File: src/hdl/qhpm_pkg.sv
`timescale 1ns / 1ps
package qhpm_pkg;

    localparam int JOINTS_DEF = 32;

    localparam logic [19:0] MOVE_TICKS_RST = 20'd2000;
    localparam logic [24:0] MOVE_RECIP_RST = 25'd8389;
    localparam logic [23:0] VEL_SCALE_RST  = 24'd32768;
    localparam logic [22:0] POS_TOL_RST    = 23'd3277;
    localparam logic [22:0] VEL_TOL_RST    = 23'd6554;
    localparam logic [19:0] SETTLE_RST     = 20'd500;

    localparam int CFG_AW = 3;
    localparam int CFG_DW = 25;
    localparam logic [CFG_AW-1:0] REG_MOVE_TICKS = 3'd0;
    localparam logic [CFG_AW-1:0] REG_MOVE_RECIP = 3'd1;
    localparam logic [CFG_AW-1:0] REG_VEL_SCALE  = 3'd2;
    localparam logic [CFG_AW-1:0] REG_POS_TOL    = 3'd3;
    localparam logic [CFG_AW-1:0] REG_VEL_TOL    = 3'd4;
    localparam logic [CFG_AW-1:0] REG_SETTLE     = 3'd5;

    localparam logic [1:0] CMD_ENTER = 2'd0;
    localparam logic [1:0] CMD_TICK  = 2'd1;
    localparam logic [1:0] CMD_KEY   = 2'd2;
    localparam logic [1:0] CMD_SPARE = 2'd3;

    localparam logic signed [2:0] KEY_POLICY = 3'sd3;
    localparam logic signed [2:0] KEY_DAMP   = 3'sd1;
    localparam logic signed [2:0] KEY_OFF    = -3'sd1;

    localparam logic [1:0] MODE_STAY   = 2'd0;
    localparam logic [1:0] MODE_POLICY = 2'd1;
    localparam logic [1:0] MODE_DAMP   = 2'd2;
    localparam logic [1:0] MODE_OFF    = 2'd3;

    // Input tdata from bit 0: joint_index, home position, measured position,
    // measured velocity, sample_valid, key. The command travels on tuser.
    localparam int IN_W = 88;
    localparam int OUT_W = 56;

    typedef enum logic [3:0] {
        ST_IDLE, ST_RD, ST_DEC, ST_S, ST_S2, ST_S3, ST_S4, ST_S5,
        ST_ALPHA, ST_ADOT, ST_TPOS, ST_TVEL, ST_OUT
    } state_t;

    // Datapath operation commanded by the controller in each state.
    typedef enum logic [3:0] {
        OP_NONE, OP_CAPTURE, OP_S, OP_S2, OP_S3, OP_S4, OP_S5,
        OP_ALPHA, OP_ADOT, OP_TPOS, OP_TVEL, OP_FINISH
    } op_t;

    typedef struct packed {
        op_t  op;
        logic load_out;
    } ctl_t;

    typedef struct packed {
        logic quintic;   // item is a tick sample inside the move
    } sts_t;

endpackage

File: src/hdl/qhpm_ctrl.sv
`timescale 1ns / 1ps
module qhpm_ctrl (
    input  logic            aclk,
    input  logic            aresetn,
    input  logic            start,
    input  qhpm_pkg::sts_t  sts,
    input  logic            out_free,
    output logic            busy,
    output qhpm_pkg::ctl_t  ctl
);
    import qhpm_pkg::*;

    state_t state_reg, state_next;

    always_ff @(posedge aclk) begin
        if (!aresetn) begin
            state_reg <= ST_IDLE;
        end else begin
            state_reg <= state_next;
        end
    end

    always_comb begin
        state_next = state_reg;
        unique case (state_reg)
            ST_IDLE:  if (start) state_next = ST_RD;
            ST_RD:    state_next = ST_DEC;
            ST_DEC:   state_next = sts.quintic ? ST_S : ST_OUT;
            ST_S:     state_next = ST_S2;
            ST_S2:    state_next = ST_S3;
            ST_S3:    state_next = ST_S4;
            ST_S4:    state_next = ST_S5;
            ST_S5:    state_next = ST_ALPHA;
            ST_ALPHA: state_next = ST_ADOT;
            ST_ADOT:  state_next = ST_TPOS;
            ST_TPOS:  state_next = ST_TVEL;
            ST_TVEL:  state_next = ST_OUT;
            ST_OUT:   if (out_free) state_next = ST_IDLE;
            default:  state_next = ST_IDLE;
        endcase
    end

    always_comb begin
        ctl.op = OP_NONE;
        ctl.load_out = 1'b0;
        busy = 1'b1;
        unique case (state_reg)
            ST_IDLE:  busy = 1'b0;
            ST_RD:    ctl.op = OP_NONE;
            ST_DEC:   ctl.op = OP_CAPTURE;
            ST_S:     ctl.op = OP_S;
            ST_S2:    ctl.op = OP_S2;
            ST_S3:    ctl.op = OP_S3;
            ST_S4:    ctl.op = OP_S4;
            ST_S5:    ctl.op = OP_S5;
            ST_ALPHA: ctl.op = OP_ALPHA;
            ST_ADOT:  ctl.op = OP_ADOT;
            ST_TPOS:  ctl.op = OP_TPOS;
            ST_TVEL:  ctl.op = OP_TVEL;
            ST_OUT: begin
                if (out_free) begin
                    ctl.op = OP_FINISH;
                    ctl.load_out = 1'b1;
                end
            end
            default: busy = 1'b1;
        endcase
    end
endmodule

File: config.mk
export PLATFORM = sky130hd
export DESIGN_NAME = qhpm_ctrl
export DESIGN_NICKNAME = d
export VERILOG_FILES = /design/src/hdl/qhpm_pkg.sv /design/src/hdl/qhpm_ctrl.sv
export SDC_FILE = /design/constraint.sdc
export NUM_CORES = 1
export LEC_CHECK = 0
export ABC_CLOCK_PERIOD_IN_PS = 1500
export BUFFER_PORTS_ARGS = -buffer_cell sky130_fd_sc_hd__buf_2
export CORE_AREA = 2 2 39 41
export DETAILED_ROUTE_END_ITERATION = 12
export DIE_AREA = 0 0 41 43
export PLACE_DENSITY = 0.53
export SYNTH_ARGS = -nofsm -noshare
export SYNTH_HDL_FRONTEND = slang
export SYNTH_SLANG_ARGS = --single-unit
File: constraint.sdc
create_clock -name aclk -period 1.5 [get_ports aclk]
set_input_delay 0.225 -clock aclk [delete_from_list [all_inputs] [get_ports aclk]]
set_output_delay 0.225 -clock aclk [all_outputs]
set_load 0.03 [all_outputs]
; Word-level counts from Yosys, hierarchy flattened
; Cells that the tools add are included.
[totals]
regBits = 4
latchBits = 0
ram_bits = 0
mem_bits_ro = 0
input_bits = 5
memories = 0
out_inout_bits = 6
elab_cells = 25
[classes]
bitwise_logic = 0
shifts = 0
order_cmp = 0
n_eq_ne = 14
add_sub_neg = 0
div = 0
reduce_logical = 2
n_mul = 0
n_mux = 8
[op_table]
columns = cell, count
row1 = one-hot mux 4 bit (13 select lines), 1
row2 = one-hot mux 4 bit (11 select lines), 1
row3 = "== test 4 bit, second input constant", 5
row4 = "== test 4 x 3 -> 1 bit, second input constant", 4
row5 = 2-to-1 mux 4 bit, 3
row6 = "== test 4 x 2 -> 1 bit, second input constant", 2
row7 = 2-to-1 mux 5 bit, 1
row8 = "== test 4 x 1 -> 1 bit, second input constant", 1
row9 = zero test 4 bit, 1
row10 = "!= test 2 bit, second input constant", 2
row11 = 2-to-1 mux 1 bit, 2
row12 = AND reduction 2 bit, 1

; Longest topological paths before layout
; Gate-level depths: netlist of the first run.
[logic_depth]
word_depth = 3
depth_mapped = 4

; Least setup slack after synthesis of the first run
; OpenSTA, ideal clock, no wires.
[synth_timing]
path_kind = register -> output
start = register state_reg[3]
end = output port ctl[1] in the netlist's numbering
slack_ps = -84
stages_incl_launch_ff = 5
n_path_buf = 1
t_arrival_ps = 1359
path_cell_list = dfxtp_1 -> buf_2 -> nand2_1 -> a21oi_1 -> a211oi_1
[synth_lines]
columns = item, line_no
row1 = start: declaration, qhpm_ctrl.sv:13  ; state_t state_reg, state_next;
row2 = start signal: assignment, qhpm_ctrl.sv:19  ; state_reg <= state_next;
row3 = end: declaration, qhpm_ctrl.sv:9  ; output qhpm_pkg::ctl_t ctl

==> impl_results.md, run 1 <==
* Synth Instances at 42
* Layout cells sized above 1 at 49.1%
* Clk_skew at 0.000620 ns
* Asr flop ratio synth at 0%
* Mapped Nets at 47
* FILL cells at 150
* CP Class: reg2out
* M3 GR Usage at 1.57%
* Die Ht at 43 um
* Failing checks: setup timing
* Busiest grt layer: met1
* Layout area overhead at 39.8%
* Setup ws final at -0.0200 ns
* Pre-antenna DRT Iters at 3
* Critical Path AT at 1.30 ns
* Clock sink count at 4
* Overall global routing resource usage at 11.3%
* Die footprint at 1760 um^2
* Max frequency at 658 MHz
* GP Congestion at 0.744
* Worst hold-check path type: in2reg
* Cell Count, Final, Fillers Out at 71
* Worst reg-to-reg setup slack at 0.41 ns
* # diodes at 0
* I/O Buffers at 10
* Worst VDD drop at 0.343 mV
* Remaining antenna violation count after routing at 0
* Crit start category: flip-flop
* Final setup fails at 1
* Top cells by count, synth: nand2_1 (5), dfxtp_1 (4), nor2_1 (4)
* WL final at 790 um
* Clk Latency, worst-skew pair at 0.23 ns
* Initial antenna violation count at 0
* Post-placement cell count at 68
* Top FF cell, synth: dfxtp_1
* I/O pin count at 11
* Via count at 351
* Vias per inst at 4.94
* Reg-to-reg endpoint: state_reg[2]$_SDFFE_PN0P_
* Slew margin rel. at 84.0%
* Synth Register Bits at 4
* Syn avg cell area at 7.48 um^2
* First-pass GRT wire length at 1.33 mm
* CP delay by family, top: simple AND/OR/NAND/NOR gates
* Max FFs per register at 4
* RSZ-0062 raised after global routing: true
* Max Slew Vio Count at 0
* Iter 0 DRT Violations at 8
* Final nets at 62
* Post-synth EDFFs at 0
* CTS root buffer: clkbuf_4
* Required @ worst endpoint at 1.27 ns
* Crit path buf inv count at 1
* # DRC at 0
* Mapped Area at 314 um^2
* Slowest stage cell, crit path: or3b_4
* Largest net degree at the start of global routing at 9
* GRT overflow at 0
* Hold path startpoint: aresetn
* Postcts setup bufs at 0
* Crit. End Element: output pin
* YS warnings at 0
* Vias in the first global route at 314
* Hold depth at 3
* Register area share after synthesis at 25.5%
* R2R Path Start: state_reg[0]$_SDFFE_PN0P_
* Power Density at 1280 nW/um^2
* Initial Util at 22.7%
* GR Layer Usage met1 at 17.9%
* Max_cap viols at 0
* CP max stage delay at 0.40 ns
* Hold path endpoint: state_reg[3]$_SDFFE_PN0P_
* R2R depth at 4
* Worst path cell trace: or3b_4, nand2_2, o211a_1, buf_6
* Final period util at 101%
* Design Power at 561 uW
* Cell taking the most area after synthesis: dfxtp_1
* Top cell type's share of synthesized area at 25.5%
* Worst-Margin Slew at 0.239 ns
* CP Max Fanout at 4
* Global Route met2 Usage at 12.2%
* Post-route cell area at 439 um^2
* Count of cell types in the netlist at 25
* CTS clk-pin slew, worst paths at 0.04 ns
* Placed Area at 390 um^2
* Status: finished with violations
* Area contributors post-synth: dfxtp_1 (25%), nand2_1 (6.0%), o22ai_1 (6.0%)
* Hold Violations, Final at 0
* Die width at 41 um
* Cts bufs inserted at 3
* P_leak at 0.200 nW
* CTS tree: built
* Most instantiated library cell after synthesis: nand2_1
* Core area at 1380 um^2
* Drt wl/cell at 11.1 um
* H-tree depth at 1
* HPWL after detailed placement at 602 um
* Fin crit period at 1.52 ns
* Buffer levels on the longest clock path at 2
* Num rows at 14
what timing repair did:
action                                  CTS  global route
pin swaps                                 1             0
hold buffers                              0             0
hold endpoints to repair                  0             0
endpoints found under the setup margin    4             5
resized for setup                         9             5
worst register-to-register path: cells and delay by family, from the launching register on:
kind / cells / cell delay (ns)
flops: 1 / 0.35
compound gates: 2 / 0.32
simple gates: 1 / 0.17
buf+inv: 1 / 0.15
layer usage:
layer / up-vias / share of wire, %
met5: - / 0
met1: 162 / 49
met3: 2 / 2.5
met4: 0 / 1.1
met2: 9 / 47
li1: 178 / -
worst max-delay path by stage:
| stage | startpoint | endpoint | cells after the start |
|---|---|---|---|
| global placement | state_reg[2]$_SDFFE_PN0P_ | ctl[2] | 4 |
| CTS | state_reg[0]$_SDFFE_PN0P_ | ctl[4] | 4 |
| finish | state_reg[0]$_SDFFE_PN0P_ | ctl[4] | 4 |
| floorplan | state_reg[0]$_SDFFE_PN0P_ | ctl[0] | 3 |
| detailed placement | out_free | ctl[4] | 5 |
| global route | state_reg[0]$_SDFFE_PN0P_ | ctl[4] | 4 |
area by class of cell:
type / instances / area [um^2] / area share, %
well taps: 16 / 20.0 / 4.56
multi-input cells: 33 / 218 / 49.6
repair buffers: 13 / 86.3 / 19.7
clock buffers: 3 / 22.5 / 5.13
inverters: 2 / 7.51 / 1.71
flip-flops and latches: 4 / 85.1 / 19.4
power by group:
part	switching (mW)	leakage (nW)	internal [mW]
clock network	0.0426	0.0138	0.0894
logic	0.155	0.152	0.118
registers	0.0281	0.0344	0.128
placed cells by master, fill, tap and decap left out, drive strengths merged:
cell type	count
a211oi	2
a21oi	2
a31o	1
a31oi	1
and2	1
and2b	1
buf	13
clkbuf	3
dfxtp	4
inv	2
nand2	5
nand2b	2
nand3b	1
nor2	4
nor3	1
nor3b	1
nor4	1
o211a	1
o21ba	1
o21bai	1
o22a	1
o22ai	3
or2	1
or3	1
or3b	1
cell families (layout without fill, tap and decap cells):
logic type             count (synthesis)  after routing  synth area share, %
buffers and inverters                  5             18                 9.16
and+or+nand+nor                       20             20                 35.1
AOI/OAI and AO/OA                     13             13                 30.3
DFF                                    4              4                 25.5
per-stage QoR:
stage / util, % / hold slack, ns / setup TNS [ns] / setup WS, ns
4_1_cts: 31.2 / 0.251 / -0.0330 / -0.0330
3_3_place_gp: 28.2 / 0.507 / 0 / 0.160
3_5_place_dp: 28.2 / 0.508 / 0 / 0.162
2_1_floorplan: - / 0.358 / 0 / 0.0664
5_1_grt: 31.7 / 0.274 / -0.182 / -0.0773
6_report: 31.7 / 0.264 / -0.0200 / -0.0200
Note: power is estimated with default switching activity, not from simulation.
==> run 2: changes to the inputs <==
- REMOVE_ABC_BUFFERS: default -> 1
==> run 2 against run 1 <==
Effect of this change:
- the flow still finishes with violations (setup timing)
- hold slack worse by 0.017 ns
- global-route usage is 1.3 points higher
- utilization shrank 0.72 points
- total power rose by 0.40%
- clock-buffer cell count unchanged
- clock skew increased by 0.0037 ns
==> impl_results.md, run 2 (synthesis results as in run 1) <==
* Num rows at 14 (unchanged)
* Slew margin rel. at 83.4% (-0.62 points)
* Drt wl/cell at 12.4 um (+11%)
* Worst hold-check path type: in2reg
* Worst-Margin Slew at 0.247 ns (+0.00797 ns)
* Clk_skew at 0.00435 ns (+0.00373 ns)
* Fin crit period at 1.54 ns (+0.0188 ns)
* Layout cells sized above 1 at 46.3% (-2.8 points)
* # diodes at 0 (unchanged)
* CTS root buffer: clkbuf_4
* Vias in the first global route at 330 (+5.1%)
* Initial antenna violation count at 0 (unchanged)
* Initial Util at 22.7% (unchanged)
* # DRC at 0 (unchanged)
* Hold Violations, Final at 0 (unchanged)
* Max_cap viols at 0 (unchanged)
* I/O Buffers at 10 (unchanged)
* H-tree depth at 1 (unchanged)
* Vias per inst at 5.13 (+3.7%)
* Overall global routing resource usage at 12.7% (+1.3 points)
* CTS clk-pin slew, worst paths at 0.04 ns (about the same)
* Die footprint at 1760 um^2 (unchanged)
* Remaining antenna violation count after routing at 0 (unchanged)
* P_leak at 0.192 nW (-4.0%)
* Critical Path AT at 1.31 ns (about the same)
* Cts bufs inserted at 3 (unchanged)
* GP Congestion at 0.812 (+9.2%)
* Worst VDD drop at 0.437 mV (+27%)
* Max FFs per register at 4 (unchanged)
* Final hold slack at 0.247 ns (-0.0174 ns)
* I/O pin count at 11 (unchanged)
* Setup ws final at -0.0389 ns (-0.0188 ns)
* RSZ-0062 raised after global routing: true
* Final setup fails at 2 (+1)
* Iter 0 DRT Violations at 11 (+3)
* CP Class: reg2out
* Crit start category: flip-flop
* CP Max Fanout at 7 (+3)
* Crit. End Element: output pin
* Core Util, Final at 31.0% (-0.72 points)
* Failing checks: setup timing
* Final nets at 61 (-1.6%)
* Power Density at 1310 nW/um^2 (+2.7%)
* Design Power at 564 uW (+0.40%)
* Via count at 359 (+2.3%)
* Most frequent cells in the layout: buf_2 (6), nand2_1 (4), clkbuf_4 (4), buf_4 (4)
* Clk Latency, worst-skew pair at 0.25 ns (+0.02 ns)
* HPWL after detailed placement at 647 um (+7.5%)
* Max frequency at 650 MHz (-1.2%)
* Final period util at 103% (+1.3 points)
* Required @ worst endpoint at 1.27 ns (about the same)
* GRT overflow at 0 (unchanged)
* Commonest non-fill, non-tap cell in the layout: buf_2
* Largest net degree at the start of global routing at 11 (+2)
* Post-route cell area at 429 um^2 (-2.3%)
* Buffer levels on the longest clock path at 2 (unchanged)
* Clock sink count at 4 (unchanged)
* Placed Area at 378 um^2 (-3.2%)
* CTS tree: built
* Postcts setup bufs at 0 (unchanged)
* Status: finished with violations
* Max Slew Vio Count at 0 (unchanged)
* Die width at 41 um (unchanged)
* Layout area overhead at 36.7%
* Die Ht at 43 um (unchanged)
* Pre-antenna DRT Iters at 4 (+1)
* WL final at 865 um (+9.5%)
* Core area at 1380 um^2 (unchanged)
* First-pass GRT wire length at 1.49 mm (+12%)
run 2: changes by cell type in the layout (fill, tap and decap cells not counted):
cell,delta
clkbuf_4,+1
a211oi_1,+1
and2_4,-1
dfxtp_4,+1
and2_1,+1
dfxtp_2,-1
buf_4,-2
nor2_1,-1
nor2_2,+1
a211oi_2,-1
run 2: path summary, 6_finish.rpt:
path	startpoint	endpoint	slack (ns)	cells after the start
worst max-delay path	state_reg[1]$_SDFFE_PN0P_	ctl[4]	-0.04	4
worst min-delay path	aresetn	state_reg[3]$_SDFFE_PN0P_	0.25	3
worst max register to register	state_reg[2]$_SDFFE_PN0P_	state_reg[1]$_SDFFE_PN0P_	0.41	3
worst min register to register	state_reg[3]$_SDFFE_PN0P_	state_reg[3]$_SDFFE_PN0P_	0.58	2
run 2: metal layers:
| metal | share of wire, % | global-route usage, % | up-vias |
|---|---|---|---|
| met2 | 47 | 17.8 | 15 |
| met5 | 0 | 0 | - |
| met1 | 42 | 15.1 | 166 |
| met4 | 3.1 | 10.0 | 0 |
| met3 | 7.9 | 3.66 | 3 |
| li1 | - | - | 175 |
run 2: area by class of cell:
class,count,area [um^2]
multi-input cells,33,213
clock buffers,3,22.5
well taps,16,20.0
fillers,156,955
repair buffers,12,78.8
flip-flops and latches,4,87.6
inverters,2,7.51
run 2: critical path: stages, from the launching register on:
cell and delay (ns):
dfxtp_4 0.35, or3b_4 0.38, nand2_2 0.06, o211a_1 0.15, buf_6 0.13
run 2: what timing repair did:
action                                  4_1_cts  5_1_grt
gates resized for setup                       6        8
pin swaps                                     1        0
endpoints found under the setup margin        4        4
hold buffers                                  0        0
run 2: power breakdown:
group	total [mW]	switching, mW	internal (mW)
clock network	0.142	0.0522	0.0900
registers	0.159	0.0307	0.128
logic	0.263	0.152	0.110
total	0.564	0.235	0.329
run 2: metrics by stage:
step                      instances  worst slack (ns)  TNS (ns)
final                            70           -0.0389   -0.0451
after global routing             70           -0.0701    -0.186
after CTS                        70           -0.0325   -0.0512
after detailed placement         67             0.156         0
after global placement           67             0.159         0
after floorplan                  39           -0.0685   -0.0685
